File: config.mk
export PLATFORM = sky130hd
export DESIGN_NAME = pid_trapezoid_integral_resets
export DESIGN_NICKNAME = d
export VERILOG_FILES = /design/src/sv/pidtir_pkg.sv /design/src/sv/pid_trapezoid_integral_resets.sv
export SDC_FILE = /design/constraint.sdc
export NUM_CORES = 2
export LEC_CHECK = 0
export BUFFER_PORTS_ARGS = -buffer_cell sky130_fd_sc_hd__buf_2
export CAP_MARGIN = 20
export CORE_MARGIN = 2
export CORE_UTILIZATION = 50
export DETAILED_ROUTE_END_ITERATION = 8
export GPL_ROUTABILITY_DRIVEN = 0
export PLACE_DENSITY = 0.73
export SLEW_MARGIN = 20
export SYNTH_ARGS = -nofsm -noshare
export SYNTH_HDL_FRONTEND = slang
export SYNTH_SLANG_ARGS = --single-unit
File: constraint.sdc
create_clock -name clk -period 16.6 [get_ports clk]
set_input_delay 0 -clock clk [delete_from_list [all_inputs] [get_ports clk]]
set_output_delay 0 -clock clk [all_outputs]
set_load 0.05 [all_outputs]
File: src/sv/pidtir_pkg.sv
// ----------------------------------------------------------------------------
// pidtir_pkg: shared types and constants for the trapezoidal-integral PID
// Widths of the fixed-point datapath, sequencer states and register indexes.
// ----------------------------------------------------------------------------
package pidtir_pkg;

    // field widths
    localparam int ERR_W   = 32;                 // error and drive, signed Q16.16
    localparam int US_W    = 20;                 // elapsed time in microseconds
    localparam int INT_W   = 48;                 // integral, signed Q32.16
    localparam int GAIN_W  = 32;                 // unsigned Q16.16 gains
    localparam int WIND_W  = 31;                 // windup range
    localparam int FRAC_W  = 16;                 // fraction bits of the gains
    localparam int TDATA_W = 56;                 // error + elapsed, padded to bytes
    localparam int TUSER_W = 4;
    localparam int DATA_W  = 32;                 // configuration data bus
    localparam int ADDR_W  = 5;                  // five registers at 4*i

    // datapath widths
    localparam int ABS_W   = ERR_W + 1;          // |prev + e|, |e - prev|
    localparam int PROD_W  = ABS_W + US_W;       // multiplier product / dividend
    localparam int REM_W   = 21;                 // divider remainder
    localparam int MAG_W   = 49;                 // largest term magnitude
    localparam int GPROD_W = GAIN_W + MAG_W;     // magnitude times gain
    localparam int TERM_W  = 62;                 // saturated term magnitude
    localparam int SUM_W   = 64;                 // exact sum of three terms
    localparam int CNT_W   = 6;

    // iteration counts
    localparam int MUL_STEPS  = US_W;
    localparam int DIV_STEPS  = PROD_W;
    localparam int GAIN_STEPS = MAG_W;
    localparam int SUM_STEPS  = 3;

    // tuser bit positions
    localparam int TU_RESTART = 0;
    localparam int TU_USE_P   = 1;
    localparam int TU_USE_I   = 2;
    localparam int TU_USE_D   = 3;

    // constants
    localparam logic [REM_W-1:0]  INC_DIV      = 21'd2000000;
    localparam logic [US_W-1:0]   DERIV_SCALE  = 20'd1000000;
    localparam logic [US_W-1:0]   DERIV_MIN_US = 20'd10;
    localparam logic [TERM_W-1:0] TERM_LIM     = 62'h2000_0000_0000_0000;

    // term lanes, selected by the low counter bits while summing
    localparam logic [1:0] LANE_P = 2'd0;
    localparam logic [1:0] LANE_I = 2'd1;
    localparam logic [1:0] LANE_D = 2'd2;

    typedef enum logic [2:0] {
        REG_GAIN_P,
        REG_GAIN_I,
        REG_GAIN_D,
        REG_WINDUP,
        REG_SIGN_FLIP
    } reg_idx_t;

    typedef enum logic [3:0] {
        ST_IDLE,
        ST_PREP,
        ST_MUL,
        ST_DIV,
        ST_INTEG,
        ST_LOAD,
        ST_GAIN,
        ST_SUM,
        ST_OUT
    } state_t;

endpackage

File: src/sv/pid_trapezoid_integral_resets.sv
// ----------------------------------------------------------------------------
// pid_trapezoid_integral_resets: PID controller with trapezoidal integral
// Bit-serial multipliers and restoring dividers compute the integral step,
// the derivative and the three gain terms; the result is a saturated Q16.16.
// ----------------------------------------------------------------------------
// One update runs through the sequencer states in order: prepare magnitudes,
// shift-add multiplication (one multiplier bit a cycle), restoring division
// (one quotient bit a cycle), update of the integral and load of the gain
// lanes, gain multiplication (one magnitude bit a cycle), accumulation of the
// terms and saturation into the output register once it is free. The block
// then takes the next item while that result waits in the output register.
// ----------------------------------------------------------------------------
module pid_trapezoid_integral_resets
(
    input  logic                                 clk,
    input  logic                                 rst_n,
    // configuration port
    input  logic                                 psel,
    input  logic                                 penable,
    input  logic                                 pwrite,
    input  logic [pidtir_pkg::ADDR_W-1:0]        paddr,
    input  logic [pidtir_pkg::DATA_W-1:0]        pwdata,
    output logic [pidtir_pkg::DATA_W-1:0]        prdata,
    output logic                                 pready,
    // input stream
    input  logic                                 s_tvalid,
    output logic                                 s_tready,
    input  logic [pidtir_pkg::TDATA_W-1:0]       s_tdata,  // error_value[31:0], elapsed_us[51:32]
    input  logic [pidtir_pkg::TUSER_W-1:0]       s_tuser,  // restart[0], use_p[1], use_i[2], use_d[3]
    // output stream
    output logic                                 m_tvalid,
    input  logic                                 m_tready,
    output logic [pidtir_pkg::ERR_W-1:0]         m_tdata   // drive[31:0]
);

    localparam int ERR_W   = pidtir_pkg::ERR_W;
    localparam int US_W    = pidtir_pkg::US_W;
    localparam int INT_W   = pidtir_pkg::INT_W;
    localparam int GAIN_W  = pidtir_pkg::GAIN_W;
    localparam int WIND_W  = pidtir_pkg::WIND_W;
    localparam int ABS_W   = pidtir_pkg::ABS_W;
    localparam int PROD_W  = pidtir_pkg::PROD_W;
    localparam int REM_W   = pidtir_pkg::REM_W;
    localparam int MAG_W   = pidtir_pkg::MAG_W;
    localparam int GPROD_W = pidtir_pkg::GPROD_W;
    localparam int TERM_W  = pidtir_pkg::TERM_W;
    localparam int SUM_W   = pidtir_pkg::SUM_W;
    localparam int CNT_W   = pidtir_pkg::CNT_W;
    localparam int FRAC_W  = pidtir_pkg::FRAC_W;
    localparam int DATA_W  = pidtir_pkg::DATA_W;
    localparam int ADDR_W_HI = pidtir_pkg::ADDR_W - 1;

    // ------------------------------------------------------------------------
    // state
    // ------------------------------------------------------------------------
    pidtir_pkg::state_t          state_reg, state_next;
    logic [CNT_W-1:0]            cnt_reg, cnt_next;

    logic [GAIN_W-1:0]           gain_p_reg, gain_p_next;
    logic [GAIN_W-1:0]           gain_i_reg, gain_i_next;
    logic [GAIN_W-1:0]           gain_d_reg, gain_d_next;
    logic [WIND_W-1:0]           windup_reg, windup_next;
    logic                        sign_flip_reg, sign_flip_next;

    logic [ERR_W-1:0]            last_error_reg, last_error_next;
    logic [INT_W-1:0]            integral_reg, integral_next;
    logic                        have_prev_reg, have_prev_next;

    logic                        m_tvalid_reg, m_tvalid_next;
    logic [ERR_W-1:0]            m_tdata_reg, m_tdata_next;

    // per-item working registers
    logic [ERR_W-1:0]            e_reg, e_next;
    logic [ERR_W-1:0]            prev_reg, prev_next;
    logic [US_W-1:0]             us_reg, us_next;
    logic [2:0]                  use_reg, use_next;     // {d, i, p}
    logic                        s_neg_reg, s_neg_next;
    logic                        d_neg_reg, d_neg_next;
    logic                        clear_reg, clear_next;
    logic                        us_gt_reg, us_gt_next;
    logic [ABS_W-1:0]            mcand_a_reg, mcand_a_next;
    logic [ABS_W-1:0]            mcand_b_reg, mcand_b_next;
    logic [PROD_W-1:0]           lane_a_reg, lane_a_next;
    logic [PROD_W-1:0]           lane_b_reg, lane_b_next;
    logic [REM_W-1:0]            rem_a_reg, rem_a_next;
    logic [REM_W-1:0]            rem_b_reg, rem_b_next;
    logic [GPROD_W-1:0]          gp_reg, gp_next;
    logic [GPROD_W-1:0]          gi_reg, gi_next;
    logic [GPROD_W-1:0]          gd_reg, gd_next;
    logic [SUM_W-1:0]            sum_reg, sum_next;

    // ------------------------------------------------------------------------
    // handshakes
    // ------------------------------------------------------------------------
    logic                        s_accept;
    logic                        out_free;
    logic                        load_out;
    logic                        cfg_write;
    logic [2:0]                  cfg_idx;

    logic [ERR_W-1:0]            in_error;
    logic [US_W-1:0]             in_us;
    logic                        in_restart;

    assign in_error   = s_tdata[ERR_W-1:0];
    assign in_us      = s_tdata[ERR_W +: US_W];
    assign in_restart = s_tuser[pidtir_pkg::TU_RESTART];

    assign s_accept  = s_tvalid && s_tready;
    assign out_free  = !m_tvalid_reg || m_tready;
    assign cfg_write = psel && penable && pwrite && pready;
    assign cfg_idx   = paddr[ADDR_W_HI:2];

    assign pready   = 1'b1;
    assign m_tvalid = m_tvalid_reg;
    assign m_tdata  = m_tdata_reg;

    always_comb
    begin
        unique case (cfg_idx)
            pidtir_pkg::REG_GAIN_P:    prdata = gain_p_reg;
            pidtir_pkg::REG_GAIN_I:    prdata = gain_i_reg;
            pidtir_pkg::REG_GAIN_D:    prdata = gain_d_reg;
            pidtir_pkg::REG_WINDUP:    prdata = {{(DATA_W-WIND_W){1'b0}}, windup_reg};
            pidtir_pkg::REG_SIGN_FLIP: prdata = {{(DATA_W-1){1'b0}}, sign_flip_reg};
            default:                   prdata = '0;
        endcase
    end

    // ------------------------------------------------------------------------
    // sequencer: next state
    // ------------------------------------------------------------------------
    always_comb
    begin
        state_next = state_reg;
        cnt_next   = cnt_reg;
        unique case (state_reg)
            pidtir_pkg::ST_IDLE:
            begin
                if (s_accept)
                begin
                    state_next = pidtir_pkg::ST_PREP;
                end
            end
            pidtir_pkg::ST_PREP:
            begin
                state_next = pidtir_pkg::ST_MUL;
                cnt_next   = CNT_W'(pidtir_pkg::MUL_STEPS - 1);
            end
            pidtir_pkg::ST_MUL:
            begin
                cnt_next = cnt_reg - 1'b1;
                if (cnt_reg == '0)
                begin
                    state_next = pidtir_pkg::ST_DIV;
                    cnt_next   = CNT_W'(pidtir_pkg::DIV_STEPS - 1);
                end
            end
            pidtir_pkg::ST_DIV:
            begin
                cnt_next = cnt_reg - 1'b1;
                if (cnt_reg == '0)
                begin
                    state_next = pidtir_pkg::ST_INTEG;
                end
            end
            pidtir_pkg::ST_INTEG:
            begin
                state_next = pidtir_pkg::ST_LOAD;
            end
            pidtir_pkg::ST_LOAD:
            begin
                state_next = pidtir_pkg::ST_GAIN;
                cnt_next   = CNT_W'(pidtir_pkg::GAIN_STEPS - 1);
            end
            pidtir_pkg::ST_GAIN:
            begin
                cnt_next = cnt_reg - 1'b1;
                if (cnt_reg == '0)
                begin
                    state_next = pidtir_pkg::ST_SUM;
                    cnt_next   = CNT_W'(pidtir_pkg::SUM_STEPS - 1);
                end
            end
            pidtir_pkg::ST_SUM:
            begin
                cnt_next = cnt_reg - 1'b1;
                if (cnt_reg == '0)
                begin
                    state_next = pidtir_pkg::ST_OUT;
                end
            end
            pidtir_pkg::ST_OUT:
            begin
                if (out_free)
                begin
                    state_next = pidtir_pkg::ST_IDLE;
                end
            end
            default:
            begin
                state_next = pidtir_pkg::ST_IDLE;
            end
        endcase
    end

    // ------------------------------------------------------------------------
    // sequencer: outputs
    // ------------------------------------------------------------------------
    always_comb
    begin
        s_tready = (state_reg == pidtir_pkg::ST_IDLE);
        load_out = (state_reg == pidtir_pkg::ST_OUT) && out_free;
    end

    // ------------------------------------------------------------------------
    // datapath helpers
    // ------------------------------------------------------------------------
    // prepare: sums, magnitudes and clear decision
    logic [ABS_W-1:0]   s_sum;
    logic [ABS_W-1:0]   d_diff;
    logic               sign_differs;
    logic               flip_clear;
    logic               wind_clear;

    assign s_sum  = {e_reg[ERR_W-1], e_reg} + {prev_reg[ERR_W-1], prev_reg};
    assign d_diff = {e_reg[ERR_W-1], e_reg} - {prev_reg[ERR_W-1], prev_reg};

    // zero has a sign of its own
    assign sign_differs = ((e_reg == '0) != (prev_reg == '0))
                       || (e_reg[ERR_W-1] != prev_reg[ERR_W-1]);
    assign flip_clear   = sign_flip_reg && sign_differs;
    assign wind_clear   = (windup_reg != '0)
                       && ($signed(e_reg) > $signed({1'b0, windup_reg}));

    // shift-add multiply step, multiplier bits leave at the bottom
    logic [ABS_W:0]     mul_a_sum;
    logic [ABS_W:0]     mul_b_sum;

    assign mul_a_sum = {1'b0, lane_a_reg[PROD_W-1:US_W]}
                     + (lane_a_reg[0] ? {1'b0, mcand_a_reg} : '0);
    assign mul_b_sum = {1'b0, lane_b_reg[PROD_W-1:US_W]}
                     + (lane_b_reg[0] ? {1'b0, mcand_b_reg} : '0);

    // restoring divide step, quotient bits enter at the bottom
    logic [REM_W:0]     div_a_shift;
    logic [REM_W:0]     div_b_shift;
    logic [REM_W+1:0]   div_a_diff;
    logic [REM_W+1:0]   div_b_diff;
    logic               div_a_ge;
    logic               div_b_ge;

    assign div_a_shift = {rem_a_reg, lane_a_reg[PROD_W-1]};
    assign div_b_shift = {rem_b_reg, lane_b_reg[PROD_W-1]};
    assign div_a_diff  = {1'b0, div_a_shift} - {2'b0, pidtir_pkg::INC_DIV};
    assign div_b_diff  = {1'b0, div_b_shift} - {{(REM_W+2-US_W){1'b0}}, us_reg};
    assign div_a_ge    = !div_a_diff[REM_W+1];
    assign div_b_ge    = !div_b_diff[REM_W+1];

    // integral update: base plus signed increment, saturated to 48 bits
    logic [INT_W:0]     inc_mag;
    logic [INT_W:0]     integ_sum;
    logic [INT_W-1:0]   integ_sat;

    assign inc_mag   = {{(INT_W+1-ERR_W){1'b0}}, lane_a_reg[ERR_W-1:0]};
    assign integ_sum = {integral_reg[INT_W-1], integral_reg}
                     + (s_neg_reg ? ~inc_mag : inc_mag)
                     + {{INT_W{1'b0}}, s_neg_reg};

    always_comb
    begin
        if (integ_sum[INT_W] != integ_sum[INT_W-1])
        begin
            integ_sat = integ_sum[INT_W] ? {1'b1, {(INT_W-1){1'b0}}}
                                         : {1'b0, {(INT_W-1){1'b1}}};
        end
        else
        begin
            integ_sat = integ_sum[INT_W-1:0];
        end
    end

    // gain multiply step for the three lanes
    logic [GAIN_W:0]    gp_sum;
    logic [GAIN_W:0]    gi_sum;
    logic [GAIN_W:0]    gd_sum;

    assign gp_sum = {1'b0, gp_reg[GPROD_W-1:MAG_W]} + (gp_reg[0] ? {1'b0, gain_p_reg} : '0);
    assign gi_sum = {1'b0, gi_reg[GPROD_W-1:MAG_W]} + (gi_reg[0] ? {1'b0, gain_i_reg} : '0);
    assign gd_sum = {1'b0, gd_reg[GPROD_W-1:MAG_W]} + (gd_reg[0] ? {1'b0, gain_d_reg} : '0);

    // term accumulation: one lane per cycle
    logic [GPROD_W-1:0]          term_prod;
    logic                        term_neg;
    logic                        term_en;
    logic [GPROD_W-FRAC_W-1:0]   term_mag;
    logic [TERM_W-1:0]           term_sat;
    logic [SUM_W-1:0]            term_val;

    always_comb
    begin
        unique case (cnt_reg[1:0])
            pidtir_pkg::LANE_P:
            begin
                term_prod = gp_reg;
                term_neg  = e_reg[ERR_W-1];
                term_en   = use_reg[0];
            end
            pidtir_pkg::LANE_I:
            begin
                term_prod = gi_reg;
                term_neg  = integral_reg[INT_W-1];
                term_en   = use_reg[1];
            end
            pidtir_pkg::LANE_D:
            begin
                term_prod = gd_reg;
                term_neg  = d_neg_reg;
                term_en   = use_reg[2];
            end
            default:
            begin
                term_prod = '0;
                term_neg  = 1'b0;
                term_en   = 1'b0;
            end
        endcase
    end

    assign term_mag = term_prod[GPROD_W-1:FRAC_W];
    assign term_sat = (term_mag > {{(GPROD_W-FRAC_W-TERM_W){1'b0}}, pidtir_pkg::TERM_LIM})
                    ? pidtir_pkg::TERM_LIM : term_mag[TERM_W-1:0];
    assign term_val = {{(SUM_W-TERM_W){1'b0}}, term_sat};

    // output saturation to 32 bits
    logic [ERR_W-1:0]   drive_sat;

    always_comb
    begin
        if (!sum_reg[SUM_W-1] && (|sum_reg[SUM_W-2:ERR_W-1]))
        begin
            drive_sat = {1'b0, {(ERR_W-1){1'b1}}};
        end
        else if (sum_reg[SUM_W-1] && !(&sum_reg[SUM_W-2:ERR_W-1]))
        begin
            drive_sat = {1'b1, {(ERR_W-1){1'b0}}};
        end
        else
        begin
            drive_sat = sum_reg[ERR_W-1:0];
        end
    end

    // ------------------------------------------------------------------------
    // datapath: next values
    // ------------------------------------------------------------------------
    always_comb
    begin
        gain_p_next     = gain_p_reg;
        gain_i_next     = gain_i_reg;
        gain_d_next     = gain_d_reg;
        windup_next     = windup_reg;
        sign_flip_next  = sign_flip_reg;
        last_error_next = last_error_reg;
        integral_next   = integral_reg;
        have_prev_next  = have_prev_reg;
        m_tdata_next    = m_tdata_reg;
        e_next          = e_reg;
        prev_next       = prev_reg;
        us_next         = us_reg;
        use_next        = use_reg;
        s_neg_next      = s_neg_reg;
        d_neg_next      = d_neg_reg;
        clear_next      = clear_reg;
        us_gt_next      = us_gt_reg;
        mcand_a_next    = mcand_a_reg;
        mcand_b_next    = mcand_b_reg;
        lane_a_next     = lane_a_reg;
        lane_b_next     = lane_b_reg;
        rem_a_next      = rem_a_reg;
        rem_b_next      = rem_b_reg;
        gp_next         = gp_reg;
        gi_next         = gi_reg;
        gd_next         = gd_reg;
        sum_next        = sum_reg;

        m_tvalid_next = (m_tvalid_reg && !m_tready) || load_out;

        if (cfg_write)
        begin
            unique case (cfg_idx)
                pidtir_pkg::REG_GAIN_P:    gain_p_next    = pwdata;
                pidtir_pkg::REG_GAIN_I:    gain_i_next    = pwdata;
                pidtir_pkg::REG_GAIN_D:    gain_d_next    = pwdata;
                pidtir_pkg::REG_WINDUP:    windup_next    = pwdata[WIND_W-1:0];
                pidtir_pkg::REG_SIGN_FLIP: sign_flip_next = pwdata[0];
                default:                   ;
            endcase
        end

        unique case (state_reg)
            pidtir_pkg::ST_IDLE:
            begin
                if (s_accept)
                begin
                    e_next    = in_error;
                    us_next   = in_us;
                    prev_next = (have_prev_reg && !in_restart) ? last_error_reg : in_error;
                    use_next  = {s_tuser[pidtir_pkg::TU_USE_D],
                                 s_tuser[pidtir_pkg::TU_USE_I],
                                 s_tuser[pidtir_pkg::TU_USE_P]};
                    last_error_next = in_error;
                    have_prev_next  = 1'b1;
                    if (in_restart)
                    begin
                        integral_next = '0;
                    end
                    rem_a_next = '0;
                    rem_b_next = '0;
                    sum_next   = '0;
                end
            end
            pidtir_pkg::ST_PREP:
            begin
                s_neg_next   = s_sum[ABS_W-1];
                d_neg_next   = d_diff[ABS_W-1];
                mcand_a_next = s_sum[ABS_W-1] ? (~s_sum + 1'b1) : s_sum;
                mcand_b_next = d_diff[ABS_W-1] ? (~d_diff + 1'b1) : d_diff;
                clear_next   = flip_clear || wind_clear;
                us_gt_next   = (us_reg > pidtir_pkg::DERIV_MIN_US);
                lane_a_next  = {{ABS_W{1'b0}}, us_reg};
                lane_b_next  = {{ABS_W{1'b0}}, pidtir_pkg::DERIV_SCALE};
            end
            pidtir_pkg::ST_MUL:
            begin
                lane_a_next = {mul_a_sum, lane_a_reg[US_W-1:1]};
                lane_b_next = {mul_b_sum, lane_b_reg[US_W-1:1]};
            end
            pidtir_pkg::ST_DIV:
            begin
                rem_a_next  = div_a_ge ? div_a_diff[REM_W-1:0] : div_a_shift[REM_W-1:0];
                rem_b_next  = div_b_ge ? div_b_diff[REM_W-1:0] : div_b_shift[REM_W-1:0];
                lane_a_next = {lane_a_reg[PROD_W-2:0], div_a_ge};
                lane_b_next = {lane_b_reg[PROD_W-2:0], div_b_ge};
            end
            pidtir_pkg::ST_INTEG:
            begin
                integral_next = clear_reg ? '0 : integ_sat;
            end
            pidtir_pkg::ST_LOAD:
            begin
                gp_next = {{(GPROD_W-ERR_W){1'b0}},
                           e_reg[ERR_W-1] ? (~e_reg + 1'b1) : e_reg};
                gi_next = {{(GPROD_W-INT_W){1'b0}},
                           integral_reg[INT_W-1] ? (~integral_reg + 1'b1) : integral_reg};
                gd_next = us_gt_reg ? {{GAIN_W{1'b0}}, lane_b_reg[MAG_W-1:0]} : '0;
            end
            pidtir_pkg::ST_GAIN:
            begin
                gp_next = {gp_sum, gp_reg[MAG_W-1:1]};
                gi_next = {gi_sum, gi_reg[MAG_W-1:1]};
                gd_next = {gd_sum, gd_reg[MAG_W-1:1]};
            end
            pidtir_pkg::ST_SUM:
            begin
                if (term_en)
                begin
                    // conditional negate folded into the add
                    sum_next = sum_reg + (term_neg ? ~term_val : term_val)
                             + {{(SUM_W-1){1'b0}}, term_neg};
                end
            end
            pidtir_pkg::ST_OUT:
            begin
                if (load_out)
                begin
                    m_tdata_next = drive_sat;
                end
            end
            default:
            begin
            end
        endcase
    end

    // ------------------------------------------------------------------------
    // registers
    // ------------------------------------------------------------------------
    always_ff @(posedge clk or negedge rst_n)
    begin
        if (!rst_n)
        begin
            state_reg      <= pidtir_pkg::ST_IDLE;
            cnt_reg        <= '0;
            gain_p_reg     <= '0;
            gain_i_reg     <= '0;
            gain_d_reg     <= '0;
            windup_reg     <= '0;
            sign_flip_reg  <= 1'b0;
            last_error_reg <= '0;
            integral_reg   <= '0;
            have_prev_reg  <= 1'b0;
            m_tvalid_reg   <= 1'b0;
        end
        else
        begin
            state_reg      <= state_next;
            cnt_reg        <= cnt_next;
            gain_p_reg     <= gain_p_next;
            gain_i_reg     <= gain_i_next;
            gain_d_reg     <= gain_d_next;
            windup_reg     <= windup_next;
            sign_flip_reg  <= sign_flip_next;
            last_error_reg <= last_error_next;
            integral_reg   <= integral_next;
            have_prev_reg  <= have_prev_next;
            m_tvalid_reg   <= m_tvalid_next;
        end
    end

    always_ff @(posedge clk)
    begin
        m_tdata_reg <= m_tdata_next;
        e_reg       <= e_next;
        prev_reg    <= prev_next;
        us_reg      <= us_next;
        use_reg     <= use_next;
        s_neg_reg   <= s_neg_next;
        d_neg_reg   <= d_neg_next;
        clear_reg   <= clear_next;
        us_gt_reg   <= us_gt_next;
        mcand_a_reg <= mcand_a_next;
        mcand_b_reg <= mcand_b_next;
        lane_a_reg  <= lane_a_next;
        lane_b_reg  <= lane_b_next;
        rem_a_reg   <= rem_a_next;
        rem_b_reg   <= rem_b_next;
        gp_reg      <= gp_next;
        gi_reg      <= gi_next;
        gd_reg      <= gd_next;
        sum_reg     <= sum_next;
    end

    // ------------------------------------------------------------------------
    // assertions
    // ------------------------------------------------------------------------
`ifndef SYNTHESIS
    a_accept_starts: assert property (@(posedge clk) disable iff (!rst_n)
        (s_tvalid && s_tready) |=> (state_reg == pidtir_pkg::ST_PREP && have_prev_reg))
        else $error("input transfer did not start an update");

    a_rem_a_bound: assert property (@(posedge clk) disable iff (!rst_n)
        (state_reg == pidtir_pkg::ST_DIV || state_reg == pidtir_pkg::ST_INTEG)
        |-> (rem_a_reg < pidtir_pkg::INC_DIV))
        else $error("integral divider remainder out of range");

    a_rem_b_bound: assert property (@(posedge clk) disable iff (!rst_n)
        ((state_reg == pidtir_pkg::ST_DIV || state_reg == pidtir_pkg::ST_INTEG)
         && us_reg != '0)
        |-> (rem_b_reg < {{(REM_W-US_W){1'b0}}, us_reg}))
        else $error("derivative divider remainder out of range");

    a_integral_clear: assert property (@(posedge clk) disable iff (!rst_n)
        (state_reg == pidtir_pkg::ST_INTEG && clear_reg) |=> (integral_reg == '0))
        else $error("integral not cleared");

    a_result_source: assert property (@(posedge clk) disable iff (!rst_n)
        $rose(m_tvalid_reg) |-> $past(state_reg == pidtir_pkg::ST_OUT))
        else $error("result raised outside the output step");
`endif

endmodule

==> metrics <==
status finished, violations left; failing checks DRC; register bit total from synthesis about 860; endpoint class of the critical path register; Hold Crit Start s_tdata[42]; Slowest-stage cell, CP a222oi_1; Max Cap Viol 0; Sinks on Clock Net ~860; Chip Width 343 um; Relative slew margins 22.1%; Comb pwr share about 52%; IO Port Bufs 163; first-pass GRT wire length 254000 um; Residual DRC 14; crit path kind register to register; starting density of the core 50.4%; P_int approximately 7200 uW; Hold Slack a little under 0.04 ns; min cycle time layout roughly 8.9 ns; Hold WC Path Type primary input to register; FF-to-FF path depth 28; peak supply drop around 0.00016 V; most common cell after layout, fill and taps aside nand2_1; worst skew pair latency slightly above 0.7 ns; area of the multi-input gates ~31000 um2; WHS Path Cells 2; Worst Hold Endpoint us_reg[10]; predominant post-synthesis flop cell edfxtp_1; setup_tns 0 ns; gr usage total between 20 and 30%; core area ~110000 um2; Flop pwr share a little under a third; fin crit share 53.5%; Reg-to-Reg End sum_reg[62]; TritonRoute pass-1 iters 9; Worst Clk Skew 0.0283 ns; Cell variety after synth between 90 and 100; vias per cell around 6.1; vias in the first global route approximately 45000; CTS root buf clkbuf_16; Syn-to-layout area delta 11.8%; Fillers between 9000 and 10000; reg-to-reg startpoint cnt_reg[0]; net switching power 5600 uW; initial antenna violation count 5; Crit path largest cell delay approximately 1.1 ns; Clock transition at path regs 0.06 ns; max-slew violations 0; r2r setup slk 7.73 ns; Leak Pwr ~0.027 uW; syn_area_per_cell approximately 9.6 um2; total die area about 120000 um2; Antenna Violating Nets Remaining 0; CTS Buf Count 97; via count 47400; nets 6697; DP HPWL between 100000 and 150000 um; Max Clk Rate 113 MHz; Syn Inst Count ~6000; Top-Level Pins around 170; crit path max fanout 65; worst slew pin tran about 1.2 ns; Critical Path Start Type register; Clk pwr share 17.7%; final setup fails 0; post-synthesis sequential area ratio between 40% and 50%; routed wire length around 160000 um; H-tree depth 3; Sw Share between 40% and 50%; number of synthesized flops with an enable pin ~640; pwr dens 199 nW/um2; grt ovf 0; register area 24800 um2; Die Y roughly 340 um; Synthesized Nets 6533; RSZ-0062 raised after global routing no; synthesized area ~58000 um2; CP Data Required Time approximately 17 ns; Fin. Hold Viols 0; Post-synth ARST share 25.5%; Arr. time, crit path around 9.3 ns; Synth warnings 0; pin count of the biggest net entering global routing 223; CTS tree done; Clock Tree Buf Depth 3; row count 124; share of layout cells above drive strength 1 9.16%; most frequent cells in the layout 677 x nand2_1, 643 x edfxtp_1, 597 x nor2_1; Starting DRT DRC Count 4955; DR WL/cell 21.1 um
-- metal layers --
metal / routed length (um) / part of all wire [%] / up-vias / track usage, %
met4: 8320 / 5.1 / 0 / 12.8
met3: 14900 / 9.1 / 417 / 5.47
li1: - / - / 22200 / -
met5: 0 / 0 / - / 0
met2: 73600 / 45 / 2125 / 42.8
met1: 67300 / 41 / 22700 / 36.5
-- per-stage QoR --
stage	power, uW	worst slack [ns]	utilization, %	instances	area [um2]
CTS	12700	8.04	56.3	7775	64400
finish	12800	7.73	56.3	7781	64400
floorplan	8840	3.22	-	6017	57600
detailed placement	10400	8.11	52.4	7480	59900
global placement	10200	8.17	52.4	7480	59900
global route	13700	7.42	56.3	7779	64400
-- worst max-delay path by stage --
stage            startpoint     endpoint  slack [ns]  cells after the start
6_report         cnt_reg[0]  sum_reg[62]        7.73                     28
5_1_grt          cnt_reg[0]  sum_reg[62]        7.42                     28
4_1_cts          cnt_reg[0]  sum_reg[62]        8.04                     28
3_5_place_dp     cnt_reg[0]  sum_reg[62]        8.11                     28
3_3_place_gp     cnt_reg[0]  sum_reg[62]        8.17                     28
2_1_floorplan  state_reg[1]    gd_reg[0]        3.22                      3
-- final cells by class --
| class | instances | area share, % |
|---|---|---|
| Sequential cell | 863 | 38.5 |
| Antenna cell | 5 | 0.0194 |
| Timing Repair Buffer | 330 | 3.70 |
| Inverter | 225 | 1.32 |
| Clock inverter | 46 | 0.824 |
| Multi-Input combinational cell | 4664 | 48.3 |
| Tap cell | 1512 | 2.94 |
| Clock buffer | 136 | 4.40 |
-- power groups by stage --
stage                     Sequential (uW)  Combinational [uW]  Clock [uW]
after global placement               3850                6340           0
after CTS                            3840                6570        2290
after detailed placement             3870                6500           0
final                                3860                6670        2260
after floorplan                      3780                5060           0
after global routing                 3910                7370        2370
-- synth_stat cells (19+ instances only) --
cell,number,share of area [%]
clkbuf_1,210,1.4
o211ai_1,22,0.29
and3_1,51,0.55
nand2b_1,83,0.90
nor4_1,55,0.60
ha_1,402,8.7
or4_1,21,0.27
o21a_1,37,0.48
nor3_1,106,0.92
mux2_2,131,2.6
a21o_1,158,2.1
xnor2_1,225,3.4
inv_1,224,1.5
o21ai_0,417,3.6
or3_1,45,0.49
a22oi_1,83,1.1
a22o_1,23,0.35
a222oi_1,65,1.1
mux2i_1,26,0.45
nand2_1,681,4.4
nand3_1,122,1.1
dfrtp_1,220,9.6
a31oi_1,35,0.38
xor2_1,293,4.5
nand4_1,72,0.78
a21oi_1,300,2.6
edfxtp_1,643,34
buf_2,19,0.17
a211oi_1,37,0.48
and2_1,187,2.0
o21bai_1,54,0.70
buf_1,31,0.20
nor2_1,602,3.9
nor2b_1,63,0.68
o31ai_1,47,0.61
-- critical path, delay by kind of cell (launching register included) --
kind / cells / cell delay (ns)
fa+ha+maj: 2 / 0.59
flops: 1 / 0.47
compound gates: 13 / 4.39
buf+inv: 4 / 0.86
xor+xnor: 2 / 0.28
simple gates: 7 / 1.95
-- cell families after synthesis --
group	count (synthesis)	synth area share (%)
buffers and inverters	490	3.27
AOI/OAI and AO/OA	1442	16.4
DFF	863	43.1
muxes	157	3.01
other	1	0.00651
adders and majority gates	412	9.08
xor gates and xnor gates	518	7.87
and+or+nand+nor	2134	17.3
-- timing repair --
action,CTS,global route
resized for setup,0,0
hold buffers,113,0
hold endpoints to repair,352,0
setup buffers,0,0
endpoints found under the setup margin,0,0
No activity file was read; power rests on OpenSTA's default activity.
